===== config.mk =====
export PLATFORM = sky130hd
export DESIGN_NAME = legacy_symbol_demangler
export DESIGN_NICKNAME = d
export VERILOG_FILES = /design/src/ldm_pkg.sv /design/src/legacy_symbol_demangler.sv /design/src/ldm_ctrl.sv /design/src/ldm_dpath.sv
export SDC_FILE = /design/constraint.sdc
export NUM_CORES = 1
export LEC_CHECK = 0
export ABC_CLOCK_PERIOD_IN_PS = 6600
export BUFFER_PORTS_ARGS = -buffer_cell sky130_fd_sc_hd__buf_2
export CAP_MARGIN = 20
export CORE_ASPECT_RATIO = 0.8
export CORE_MARGIN = 5
export CORE_UTILIZATION = 30
export DETAILED_ROUTE_END_ITERATION = 16
export PLACE_DENSITY = 0.45
export SETUP_SLACK_MARGIN = 0.4
export SLEW_MARGIN = 20
export SYNTH_ARGS = -nofsm -noshare
export SYNTH_HDL_FRONTEND = slang
export SYNTH_SLANG_ARGS = --single-unit

===== constraint.sdc =====
create_clock -name i_clk -period 6.6 [get_ports i_clk]
set_input_delay 0.33 -clock i_clk [delete_from_list [all_inputs] [get_ports i_clk]]
set_output_delay 0.33 -clock i_clk [all_outputs]
set_load 0.03 [all_outputs]

===== src/ldm_pkg.sv =====
// Shared types, character codes and helpers for the legacy symbol demangler.
`default_nettype none
package ldm_pkg;

    localparam logic [7:0] CH_DOT    = 8'h2E;
    localparam logic [7:0] CH_DOLLAR = 8'h24;
    localparam logic [7:0] CH_UNDER  = 8'h5F;
    localparam logic [7:0] CH_COLON  = 8'h3A;
    localparam logic [7:0] CH_DASH   = 8'h2D;
    localparam logic [7:0] CH_U      = 8'h75;
    localparam logic [7:0] CH_C      = 8'h43;
    localparam logic [7:0] CH_B      = 8'h42;
    localparam logic [7:0] CH_P      = 8'h50;
    localparam logic [7:0] CH_G      = 8'h47;
    localparam logic [7:0] CH_T      = 8'h54;
    localparam logic [7:0] CH_L      = 8'h4C;
    localparam logic [7:0] CH_R      = 8'h52;
    localparam logic [7:0] CH_F      = 8'h46;
    localparam logic [7:0] CH_S      = 8'h53;
    localparam logic [7:0] CH_COMMA  = 8'h2C;
    localparam logic [7:0] CH_STAR   = 8'h2A;
    localparam logic [7:0] CH_GT     = 8'h3E;
    localparam logic [7:0] CH_LT     = 8'h3C;
    localparam logic [7:0] CH_LPAREN = 8'h28;
    localparam logic [7:0] CH_RPAREN = 8'h29;
    localparam logic [7:0] CH_AMP    = 8'h26;
    localparam logic [7:0] CH_AT     = 8'h40;
    localparam logic [3:0] HEX_TEN   = 4'hA;

    localparam int          MAX_DEC  = 5;
    localparam logic [2:0]  SKIP_U   = 3'd4;

    typedef struct packed {
        logic load;     // request accepted, shift it into the window
        logic decode;   // decode the window head
        logic advance;  // current output beat taken
    } t_cmd;

    typedef struct packed {
        logic silent;      // decode yields nothing to send
        logic final_beat;  // current output beat is the last of the group
    } t_sts;

    // {valid, value} of one hex digit, either case
    function automatic logic [4:0] hex_digit(input logic [7:0] c);
        logic [4:0] r;
        r = 5'd0;
        if (c >= 8'h30 && c <= 8'h39)      r = {1'b1, c[3:0]};
        else if (c >= 8'h61 && c <= 8'h66) r = {1'b1, c[3:0] - 4'd1 + HEX_TEN};
        else if (c >= 8'h41 && c <= 8'h46) r = {1'b1, c[3:0] - 4'd1 + HEX_TEN};
        return r;
    endfunction

endpackage
`default_nettype wire


===== src/legacy_symbol_demangler.sv =====
// Top level of the legacy symbol demangler.
// Usage:
//  Slave channel: one mangled character per request on i_s_tdata, i_s_tlast
//  on the final character of a symbol. Master channel: one demangled
//  character per request on o_m_tdata, o_m_tlast on the final one, o_m_tuser
//  set on a closing beat that carries no character (tdata is then zero).
//  The last HASH_DIGITS+3 characters (the hash marker and digits) are held
//  in a shift window and never sent; each request decodes the window head.
// Timing:
//  A request is taken in one cycle and decoded in the next; its results then
//  go out one per cycle while i_m_tready is high, zero to five of them. The
//  next request is taken only after the last result has been taken.
// Reset: synchronous, active low; clears the window fill, escape state and
//  controller. Window bytes need no reset.
// Stall: while i_m_tready is low the current result holds and no input
//  request is taken.
`default_nettype none
module legacy_symbol_demangler
    import ldm_pkg::*;
#(
    parameter int HASH_DIGITS = 16
) (
    input  wire        i_clk,
    input  wire        i_rst_n,
    input  wire        i_s_tvalid,
    output logic       o_s_tready,
    input  wire  [7:0] i_s_tdata,   // [7:0] in_byte
    input  wire        i_s_tlast,   // in_last
    output logic       o_m_tvalid,
    input  wire        i_m_tready,
    output logic [7:0] o_m_tdata,   // [7:0] out_byte
    output logic       o_m_tlast,   // out_last
    output logic       o_m_tuser    // [0] out_empty
);

    t_cmd cmd;
    t_sts sts;

    ldm_ctrl u_ctrl (
        .i_clk      (i_clk),
        .i_rst_n    (i_rst_n),
        .i_s_tvalid (i_s_tvalid),
        .o_s_tready (o_s_tready),
        .o_m_tvalid (o_m_tvalid),
        .i_m_tready (i_m_tready),
        .i_sts      (sts),
        .o_cmd      (cmd)
    );

    ldm_dpath #(
        .HASH_DIGITS (HASH_DIGITS)
    ) u_dpath (
        .i_clk   (i_clk),
        .i_rst_n (i_rst_n),
        .i_cmd   (cmd),
        .i_byte  (i_s_tdata),
        .i_last  (i_s_tlast),
        .o_sts   (sts),
        .o_byte  (o_m_tdata),
        .o_last  (o_m_tlast),
        .o_empty (o_m_tuser)
    );

endmodule
`default_nettype wire


===== src/ldm_ctrl.sv =====
// Controller state machine: input, decode and output phases.
`default_nettype none
module ldm_ctrl
    import ldm_pkg::*;
(
    input  wire  i_clk,
    input  wire  i_rst_n,
    input  wire  i_s_tvalid,
    output logic o_s_tready,
    output logic o_m_tvalid,
    input  wire  i_m_tready,
    input  t_sts i_sts,
    output t_cmd o_cmd
);

    localparam logic [1:0] S_IN  = 2'd0;
    localparam logic [1:0] S_DEC = 2'd1;
    localparam logic [1:0] S_OUT = 2'd2;

    logic [1:0] r_state, n_state;

    always_comb begin
        n_state = r_state;
        case (r_state)
            S_IN:    if (i_s_tvalid) n_state = S_DEC;
            S_DEC:   n_state = i_sts.silent ? S_IN : S_OUT;
            S_OUT:   if (i_m_tready && i_sts.final_beat) n_state = S_IN;
            default: n_state = S_IN;
        endcase
    end

    always_ff @(posedge i_clk) begin
        if (!i_rst_n) r_state <= S_IN;
        else          r_state <= n_state;
    end

    assign o_s_tready     = (r_state == S_IN);
    assign o_m_tvalid     = (r_state == S_OUT);
    assign o_cmd.load     = (r_state == S_IN) && i_s_tvalid;
    assign o_cmd.decode   = (r_state == S_DEC);
    assign o_cmd.advance  = (r_state == S_OUT) && i_m_tready;

    a_no_overlap: assert property (@(posedge i_clk) disable iff (!i_rst_n)
        !(o_s_tready && o_m_tvalid)) else $error("ready and valid together");
    a_dec_one: assert property (@(posedge i_clk) disable iff (!i_rst_n)
        o_cmd.load |=> o_cmd.decode) else $error("decode did not follow load");
    a_dec_short: assert property (@(posedge i_clk) disable iff (!i_rst_n)
        o_cmd.decode |=> !o_cmd.decode) else $error("decode lasted two cycles");

endmodule
`default_nettype wire


===== src/ldm_dpath.sv =====
// Datapath: byte window, escape decoder and output beat buffer.
`default_nettype none
module ldm_dpath
    import ldm_pkg::*;
#(
    parameter int HASH_DIGITS = 16
) (
    input  wire        i_clk,
    input  wire        i_rst_n,
    input  t_cmd       i_cmd,
    input  wire  [7:0] i_byte,
    input  wire        i_last,
    output t_sts       o_sts,
    output logic [7:0] o_byte,
    output logic       o_last,
    output logic       o_empty
);

    localparam int DEPTH = HASH_DIGITS + 4;  // tail plus the head under decode
    localparam int FW    = $clog2(DEPTH + 1);

    logic [7:0]    r_win [DEPTH];
    logic [FW-1:0] r_fill;
    logic [2:0]    r_skip, n_skip;
    logic          r_first, n_first;
    logic          r_last;
    logic [7:0]    r_buf [MAX_DEC];
    logic [7:0]    n_buf [MAX_DEC];
    logic [2:0]    r_cnt, n_cnt;
    logic          r_empty;
    logic [2:0]    r_idx;

    logic          full;
    logic [7:0]    w0, w1, w2, w3, w4;
    logic [4:0]    hx_hi, hx_lo;
    logic          bracket4;

    assign full     = (r_fill == FW'(DEPTH));
    assign w0       = r_win[0];
    assign w1       = r_win[1];
    assign w2       = r_win[2];
    assign w3       = r_win[3];
    assign w4       = r_win[4];
    assign hx_hi    = hex_digit(w2);
    assign hx_lo    = hex_digit(w3);
    assign bracket4 = (w0 == CH_DOLLAR) && (w3 == CH_DOLLAR);

    always_comb begin
        n_skip  = r_skip;
        n_first = r_first;
        n_cnt   = 3'd0;
        for (int k = 0; k < MAX_DEC; k++) n_buf[k] = 8'd0;
        if (full) begin
            if (r_skip != 3'd0) begin
                n_skip = r_skip - 3'd1;
            end else if (r_first && w0 == CH_UNDER && w1 == CH_DOLLAR) begin
                n_first = 1'b0;
            end else begin
                n_first = 1'b0;
                n_cnt   = 3'd1;
                n_buf[0] = w0;
                if (w0 == CH_DOT && w1 == CH_DOT) begin
                    n_buf[0] = CH_COLON; n_buf[1] = CH_COLON;
                    n_cnt = 3'd2; n_skip = 3'd1;
                end else if (w0 == CH_DOLLAR && w1 == CH_C && w2 == CH_DOLLAR) begin
                    n_buf[0] = CH_COMMA; n_skip = 3'd2;
                end else if (bracket4 && w1 == CH_B && w2 == CH_P) begin
                    n_buf[0] = CH_STAR; n_skip = 3'd3;
                end else if (bracket4 && w1 == CH_G && w2 == CH_T) begin
                    n_buf[0] = CH_GT; n_skip = 3'd3;
                end else if (bracket4 && w1 == CH_L && w2 == CH_T) begin
                    n_buf[0] = CH_LT; n_skip = 3'd3;
                end else if (bracket4 && w1 == CH_L && w2 == CH_P) begin
                    n_buf[0] = CH_LPAREN; n_skip = 3'd3;
                end else if (bracket4 && w1 == CH_R && w2 == CH_P) begin
                    n_buf[0] = CH_RPAREN; n_skip = 3'd3;
                end else if (bracket4 && w1 == CH_R && w2 == CH_F) begin
                    n_buf[0] = CH_AMP; n_skip = 3'd3;
                end else if (bracket4 && w1 == CH_S && w2 == CH_P) begin
                    n_buf[0] = CH_AT; n_skip = 3'd3;
                end else if (w0 == CH_DOT) begin
                    n_buf[0] = CH_DASH;
                end else if (w0 == CH_DOLLAR && w1 == CH_U && w4 == CH_DOLLAR) begin
                    n_skip = SKIP_U;
                    if (hx_hi[4] && hx_lo[4]) begin
                        n_buf[0] = {hx_hi[3:0], hx_lo[3:0]};
                    end else begin
                        n_buf[1] = w1; n_buf[2] = w2; n_buf[3] = w3; n_buf[4] = w4;
                        n_cnt = 3'd5;
                    end
                end
            end
        end
    end

    always_ff @(posedge i_clk) begin
        if (i_cmd.load) begin
            for (int k = 0; k < DEPTH - 1; k++) r_win[k] <= r_win[k+1];
            r_win[DEPTH-1] <= i_byte;
        end
    end

    always_ff @(posedge i_clk) begin
        if (i_cmd.decode) begin
            for (int k = 0; k < MAX_DEC; k++) r_buf[k] <= n_buf[k];
            r_empty <= r_last && (n_cnt == 3'd0);
        end
    end

    always_ff @(posedge i_clk) begin
        if (!i_rst_n) begin
            r_fill  <= '0;
            r_skip  <= 3'd0;
            r_first <= 1'b1;
            r_last  <= 1'b0;
            r_cnt   <= 3'd0;
            r_idx   <= 3'd0;
        end else begin
            if (i_cmd.load) begin
                r_last <= i_last;
                if (!full) r_fill <= r_fill + FW'(1);
            end
            if (i_cmd.decode) begin
                r_idx <= 3'd0;
                if (r_last) begin
                    r_cnt   <= (n_cnt == 3'd0) ? 3'd1 : n_cnt;
                    r_fill  <= '0;
                    r_skip  <= 3'd0;
                    r_first <= 1'b1;
                end else begin
                    r_cnt   <= n_cnt;
                    r_skip  <= n_skip;
                    r_first <= n_first;
                end
            end
            if (i_cmd.advance) r_idx <= r_idx + 3'd1;
        end
    end

    assign o_sts.silent     = (n_cnt == 3'd0) && !r_last;
    assign o_sts.final_beat = (r_idx == r_cnt - 3'd1);
    assign o_byte  = r_empty ? 8'd0 : r_buf[r_idx];
    assign o_last  = r_last && o_sts.final_beat;
    assign o_empty = r_empty;

    a_fill_max: assert property (@(posedge i_clk) disable iff (!i_rst_n)
        r_fill <= FW'(DEPTH)) else $error("window overfilled");
    a_skip_max: assert property (@(posedge i_clk) disable iff (!i_rst_n)
        r_skip <= SKIP_U) else $error("skip count out of range");
    a_idx_range: assert property (@(posedge i_clk) disable iff (!i_rst_n)
        i_cmd.advance |-> (r_idx < r_cnt)) else $error("beat index past count");

endmodule
`default_nettype wire

After elaboration in Yosys (flattened, before gate mapping)
Memory sizes are Yosys's and may differ from the RTL's. A register that Yosys moved wholly into a read port is not among the register bits.
Index checks and enable logic that the tools add are counted.
{"block": "totals", "ff_bits": 19, "ram_bits": 200, "input_bits": 13, "output_inout_bits": 12, "word_cells": 184, "mem_count": 2}
{"block": "classes", "addsub": 8, "magnitude_cmp": 12, "eq_ne": 27, "n_mux": 84, "reduce_logical": 43}
{"name": "u_dpath.r_win", "words": 20, "word_bits": 8, "rd": 20, "rd_clocked_by_memory_dff": 0, "wr": 20, "line_no": "ldm_dpath.sv:22", "text": "logic [7:0] r_win [DEPTH];"}
{"name": "u_dpath.r_buf", "words": 5, "word_bits": 8, "rd": 1, "rd_clocked_by_memory_dff": 1, "wr": 5, "line_no": "ldm_dpath.sv:27", "text": "logic [7:0] r_buf [MAX_DEC];"}
{"cell": "32-bit 2-to-1 mux", "n": 10}
{"cell": "40-bit 2-to-1 mux", "n": 4}
{"cell": "3-bit 2-to-1 mux", "n": 36}
{"cell": "8-bit by 7-bit == test with 1-bit output, second input constant", "n": 11}
{"cell": "8-bit 2-to-1 mux", "n": 11}
{"cell": "8-bit by 6-bit == test with 1-bit output, second input constant", "n": 7}
{"cell": "5-bit 2-to-1 mux", "n": 10}
{"cell": "1-bit logical AND", "n": 33}
{"cell": "8-bit by 7-bit greater-or-equal comparator with 1-bit output, second input constant", "n": 4}
{"cell": "8-bit by 7-bit <= comparator with 1-bit output, second input constant", "n": 4}
{"cell": "24-bit 2-to-1 mux", "n": 1}
{"cell": "8-bit by 6-bit greater-or-equal comparator with 1-bit output, second input constant", "n": 2}
{"cell": "8-bit by 6-bit <= comparator with 1-bit output, second input constant", "n": 2}
{"cell": "16-bit 2-to-1 mux", "n": 1}
{"cell": "12-bit by 10-bit != test with 1-bit output, second input constant", "n": 1}
{"cell": "12-bit nonzero test", "n": 1}
{"cell": "4-bit adder, second input constant", "n": 2}
{"cell": "4-bit by 1-bit subtractor with 4-bit output, second input constant", "n": 2}
{"cell": "1-bit 2-to-1 mux", "n": 7}
{"cell": "2-bit 2-to-1 mux", "n": 3}
{"cell": "2-bit one-hot mux with 3 select lines", "n": 1}
{"cell": "3-bit by 1-bit subtractor with 3-bit output, second input constant", "n": 2}
{"cell": "5-bit by 1-bit adder with 5-bit output, second input constant", "n": 1}
{"cell": "5-bit == test, second input constant", "n": 1}
{"cell": "other kinds (15)", "n": 17}

Logic depth before layout (Yosys ltp)
{"block": "logic_depth", "ltp_word": 25, "depth_mapped": 9, "mapped_depth_nobuf": 9}

Modules after synthesis
From an unflattened synthesis, not the netlist that was laid out.
{"block": "unflattened", "hier_cells": 518, "hier_area_um2": 8535.7}
{"mod": "ldm_dpath", "instances": 1, "cells_per_inst": 506, "area_per_inst_um2": 8425.6, "seq_area_each_um2": 6416.2}
{"mod": "ldm_ctrl", "instances": 1, "cells_per_inst": 12, "area_per_inst_um2": 110.1, "seq_area_each_um2": 40.0}

Least setup slack after synthesis
OpenSTA, ideal clock, no wires.
{"block": "synth_timing", "path_kind": "register to register", "start": "register u_ctrl.r_state[0]", "end": "register u_dpath.r_fill[3]", "setup_time_ns": 0.070, "t_arrival_ns": 6.657, "required_ns": 6.530, "slack_ns": -0.127, "stages_incl_launch_ff": 8, "n_path_buf": 2, "synth_period_minus_slack_ns": 6.727, "path_cell_list": "dfxtp_1 -> clkbuf_1 -> nor2_1 -> and2_1 -> clkbuf_1 -> nand4_1 -> or3_1 -> a21oi_1"}
{"element": "start, declared", "line_no": "ldm_ctrl.sv:20", "text": "logic [1:0] r_state, n_state;"}
{"element": "start signal, assigned", "line_no": "ldm_ctrl.sv:34", "text": "else r_state <= n_state;"}
{"element": "end signal, assigned", "line_no": "ldm_dpath.sv:121", "text": "if (!full) r_fill <= r_fill + FW'(1);"}
{"element": "end, declared", "line_no": "ldm_dpath.sv:23", "text": "logic [FW-1:0] r_fill;"}

==> implementation parameters <==
Parameter                              Value

Die
  Chip height ... 163 um
  Io pins ... 25
  Number of standard-cell rows in the floorplan ... 55
  Overall die area ... 32700 um2
  Initial Utilization ... 30.7%
  Placeable core region ... 28500 um2
  Horizontal die dimension ... 201 um

Yosys
  Post-synthesis cell type with the largest combined area ... sky130_fd_sc_hd__edfxtp_1
  Share of flip-flops with an asynchronous set or reset after synthesis ... 0%
  EDFF count, synth ... 201
  Flip-flop cell with the highest count after synthesis ... sky130_fd_sc_hd__edfxtp_1
  Distinct cells, synth ... 73
  Area fraction of the dominant cell type after synthesis ... 69.1%
  Register bit total from synthesis ... 222
  Average cell area after synthesis ... 16.2 um2
  Ys Warns ... 0
  Gate count of the mapped netlist ... 541
  Top cells by area in the synthesized netlist ... sky130_fd_sc_hd__edfxtp_1 (69%), sky130_fd_sc_hd__dfxtp_1 (4.8%), sky130_fd_sc_hd__ha_1 (2.1%), sky130_fd_sc_hd__mux4_2 (2.1%), sky130_fd_sc_hd__and2_1 (1.4%)
  Sequential cell area fraction in the yosys report ... 73.9%
  Summed instance area of the synthesized netlist ... 8740 um2

Worst setup path
  Cell Chain, Critical Path ... or3_4 -> or4_4 -> nor4_1 -> nor3b_1 -> o31ai_1 -> nand3_1
  Slowest cell on the critical path ... sky130_fd_sc_hd__nor4_1
  Worst setup path class ... reg2reg
  Launching element type of the critical path ... flip-flop
  Worst R2R Start ... u_dpath.r_win[0][27]
  Crit path arrival time ... 3.23 ns
  Kind of capture point of the worst setup path ... flip-flop
  Max stage delay on crit path ... 0.57 ns
  Family with the most delay on the worst path ... simple AND/OR/NAND/NOR gates
  Crit path buffers/inverters ... 0
  Maximum fanout count along the critical path ... 6
  Data required time of the critical path ... 6.82 ns
  Beginning of the critical path ... u_dpath.r_win[0][27]

STA
  FMAX ... 331 MHz
  Relative max-transition margin ... 39.0%
  Ratio of final minimum period to clock period ... 45.7%
  Final sum of negative setup slack ... 0 ns
  Final setup violation count ... 0
  Actual transition at the worst max-transition pin ... 0.892 ns
  Count of final max-slew check failures ... 0
  Final Hold Vio Count ... 0
  Final period demand of the worst path ... 3.02 ns
  RSZ-0062 raised after global routing ... no
  Hold_ws ... 0.0803 ns
  Layout Skew ... 0.0155 ns

Routing
  Antenna violation net count after detailed routing ... 0
  Wirelength, routed ... 16.2 mm
  Detail-routed net length per standard cell ... 16.6 um
  Via count ... 4581
  Violation count after the first detailed-route iteration ... 379
  DRC ... 0
  DRT Pass-1 Iters ... 4
  Via count normalized by instance count ... 4.68

Run status
  Result of the run ... finished, final reports clean

Finish
  Number of fill cells in the layout ... 2730
  Nets ... 619
  Fraction of layout cells with a size suffix above 1 ... 14.0%
  Area of combinational cells with multiple inputs ... 2150 um2
  Cell area after layout ... 10100 um2
  Area taken by flip-flops and latches ... 6460 um2
  Final design utilization ... 35.5%
  Layout-stage area growth over the synthesis result ... 15.6%
  ANT cells ... 0

Clocking
  Number of levels in the clock H-tree ... 1
  Largest buffer count on any clock path ... 3
  Number of setup buffers added after CTS ... 0
  CTS buffer count ... 23
  Number of sinks handled by clock tree synthesis ... 222
  Root Buffer Master ... sky130_fd_sc_hd__clkbuf_16
  Post-CTS clock slew at the launch and capture registers of the worst setup and hold paths ... 0.06 ns
  Latest clock arrival within the worst-skew pair ... 0.51 ns
  CTS tree ... done

Min path
  Start point of the worst hold path ... i_s_tvalid
  Worst min-delay path class ... in2reg

Power
  Leak ... 3.36 nW
  Cell Pwr Density ... 301 nW/um2
  Max IR drop VDD ... 0.168 mV

Global routing
  Wire length of the first global-routing pass ... 25.8 mm
  Tot GR Track Use ... 9.76%
  Pin count of the biggest net entering global routing ... 91
  Overall overflow remaining after global route ... 0
  Initial antenna violation count ... 0
  Number of global-route vias before repair ... 4480

Place
  Placed Area ... 9270 um2
  IO Port Bufs ... 24
  HPWL after detailed placement ... 10.5 mm
  RePlAce Congestion ... 0.889

Flow run
  Max Cap Violations ... 0
[cell usage after synthesis, types with 11 or more instances]
library cell / instances
sky130_fd_sc_hd__and2_1: 20
sky130_fd_sc_hd__ha_1: 15
sky130_fd_sc_hd__nand2_1: 25
sky130_fd_sc_hd__a21oi_1: 12
sky130_fd_sc_hd__o21ai_0: 13
sky130_fd_sc_hd__nand2b_1: 11
sky130_fd_sc_hd__dfxtp_1: 21
sky130_fd_sc_hd__edfxtp_1: 201
sky130_fd_sc_hd__nor3_1: 11
sky130_fd_sc_hd__inv_1: 18
sky130_fd_sc_hd__nor2_1: 32
sky130_fd_sc_hd__mux2i_1: 12
sky130_fd_sc_hd__nand3_1: 11
[routing by layer]
| metal | track usage (%) | up-vias | share of wire, % |
|---|---|---|---|
| li1 | - | 2178 | - |
| met1 | 14.9 | 2280 | 51 |
| met2 | 14.0 | 95 | 41 |
| met3 | 1.95 | 28 | 5.2 |
| met4 | 2.94 | 0 | 2.4 |
| met5 | 0 | - | 0 |
[cell families after synthesis]
family                   Yosys count  synth area share [%]
AO/OA/AOI/OAI                     61                  5.25
XOR/XNOR                          10                  1.00
adder cells (fa/ha/maj)           15                  2.15
buffers and inverters             35                  1.96
flip-flops                       222                  73.9
multiplexers                      21                  3.56
other                              1                0.0429
AND/OR/NAND/NOR                  176                  12.2
[cell usage in the layout, fill, tap and decap left out, types with 12 or more instances in the layout]
cell type | synthesis | final
sky130_fd_sc_hd__ha_1 | 15 | 15
sky130_fd_sc_hd__buf_2 | 1 | 24
sky130_fd_sc_hd__mux2i_1 | 12 | 12
sky130_fd_sc_hd__and2_1 | 20 | 19
sky130_fd_sc_hd__dfxtp_1 | 21 | 21
sky130_fd_sc_hd__a21oi_1 | 12 | 12
sky130_fd_sc_hd__o21ai_0 | 13 | 13
sky130_fd_sc_hd__clkbuf_16 | 0 | 23
sky130_fd_sc_hd__nand2_1 | 25 | 25
sky130_fd_sc_hd__inv_1 | 18 | 18
sky130_fd_sc_hd__nor2_1 | 32 | 32
sky130_fd_sc_hd__edfxtp_1 | 201 | 201
[sequential cells by signal, indices dropped and copies added (netlist names), 2 cells and up, named ones only]
name / cells
u_dpath.r_skip: 3
u_dpath.r_fill: 5
u_dpath.r_buf: 40
u_dpath.r_idx: 3
u_dpath.r_cnt: 3
u_dpath.r_win: 160
u_ctrl.r_state: 2
[metrics by stage]
step | worst slack (ns) | instances | total power, mW
6_report | 3.58 | 978 | 3.04
4_1_cts | 3.41 | 978 | 3.09
2_1_floorplan | 2.52 | 547 | 1.77
5_1_grt | 3.32 | 978 | 3.17
3_3_place_gp | 3.41 | 928 | 1.81
3_5_place_dp | 3.45 | 928 | 1.82
[cell type report]
type	count	share of cell area, %
Multi-Input combinational cell	290	21.2
Tap cell	370	4.58
Clock buffer	33	6.58
Timing Repair Buffer	35	2.24
Inverter	19	0.706
Clock inverter	9	0.755
Sequential cell	222	63.9
[path summary, 6_finish.rpt]
| path | end | slack, ns | cells after the start |
|---|---|---|---|
| worst max-delay path | u_dpath.r_buf[0][1] | 3.58 | 6 |
| worst min-delay path | u_ctrl.r_state[0] | 0.08 | 2 |
| worst max register to register | u_dpath.r_buf[0][1] | 3.58 | 6 |
| worst min register to register | u_dpath.r_win[2][28] | 0.41 | 0 |
[timing repair]
action / CTS / global route
gates resized for setup: 0 / 0
hold buffers: 8 / 0
endpoints found under the hold margin: 8 / 0
[report_power, final]
group	switching (mW)	total [mW]	internal (mW)
sequential	0.0475	1.68	1.63
clock	0.509	1.25	0.740
combinational	0.0724	0.108	0.0360
[worst reg2reg max path: stages, from the launching register on]
cell and delay (ns):
sky130_fd_sc_hd__edfxtp_1 0.48, sky130_fd_sc_hd__or3_4 0.46, sky130_fd_sc_hd__or4_4 0.56, sky130_fd_sc_hd__nor4_1 0.57, sky130_fd_sc_hd__nor3b_1 0.12, sky130_fd_sc_hd__o31ai_1 0.39, sky130_fd_sc_hd__nand3_1 0.17
No activity file was read; power rests on OpenSTA's default activity.
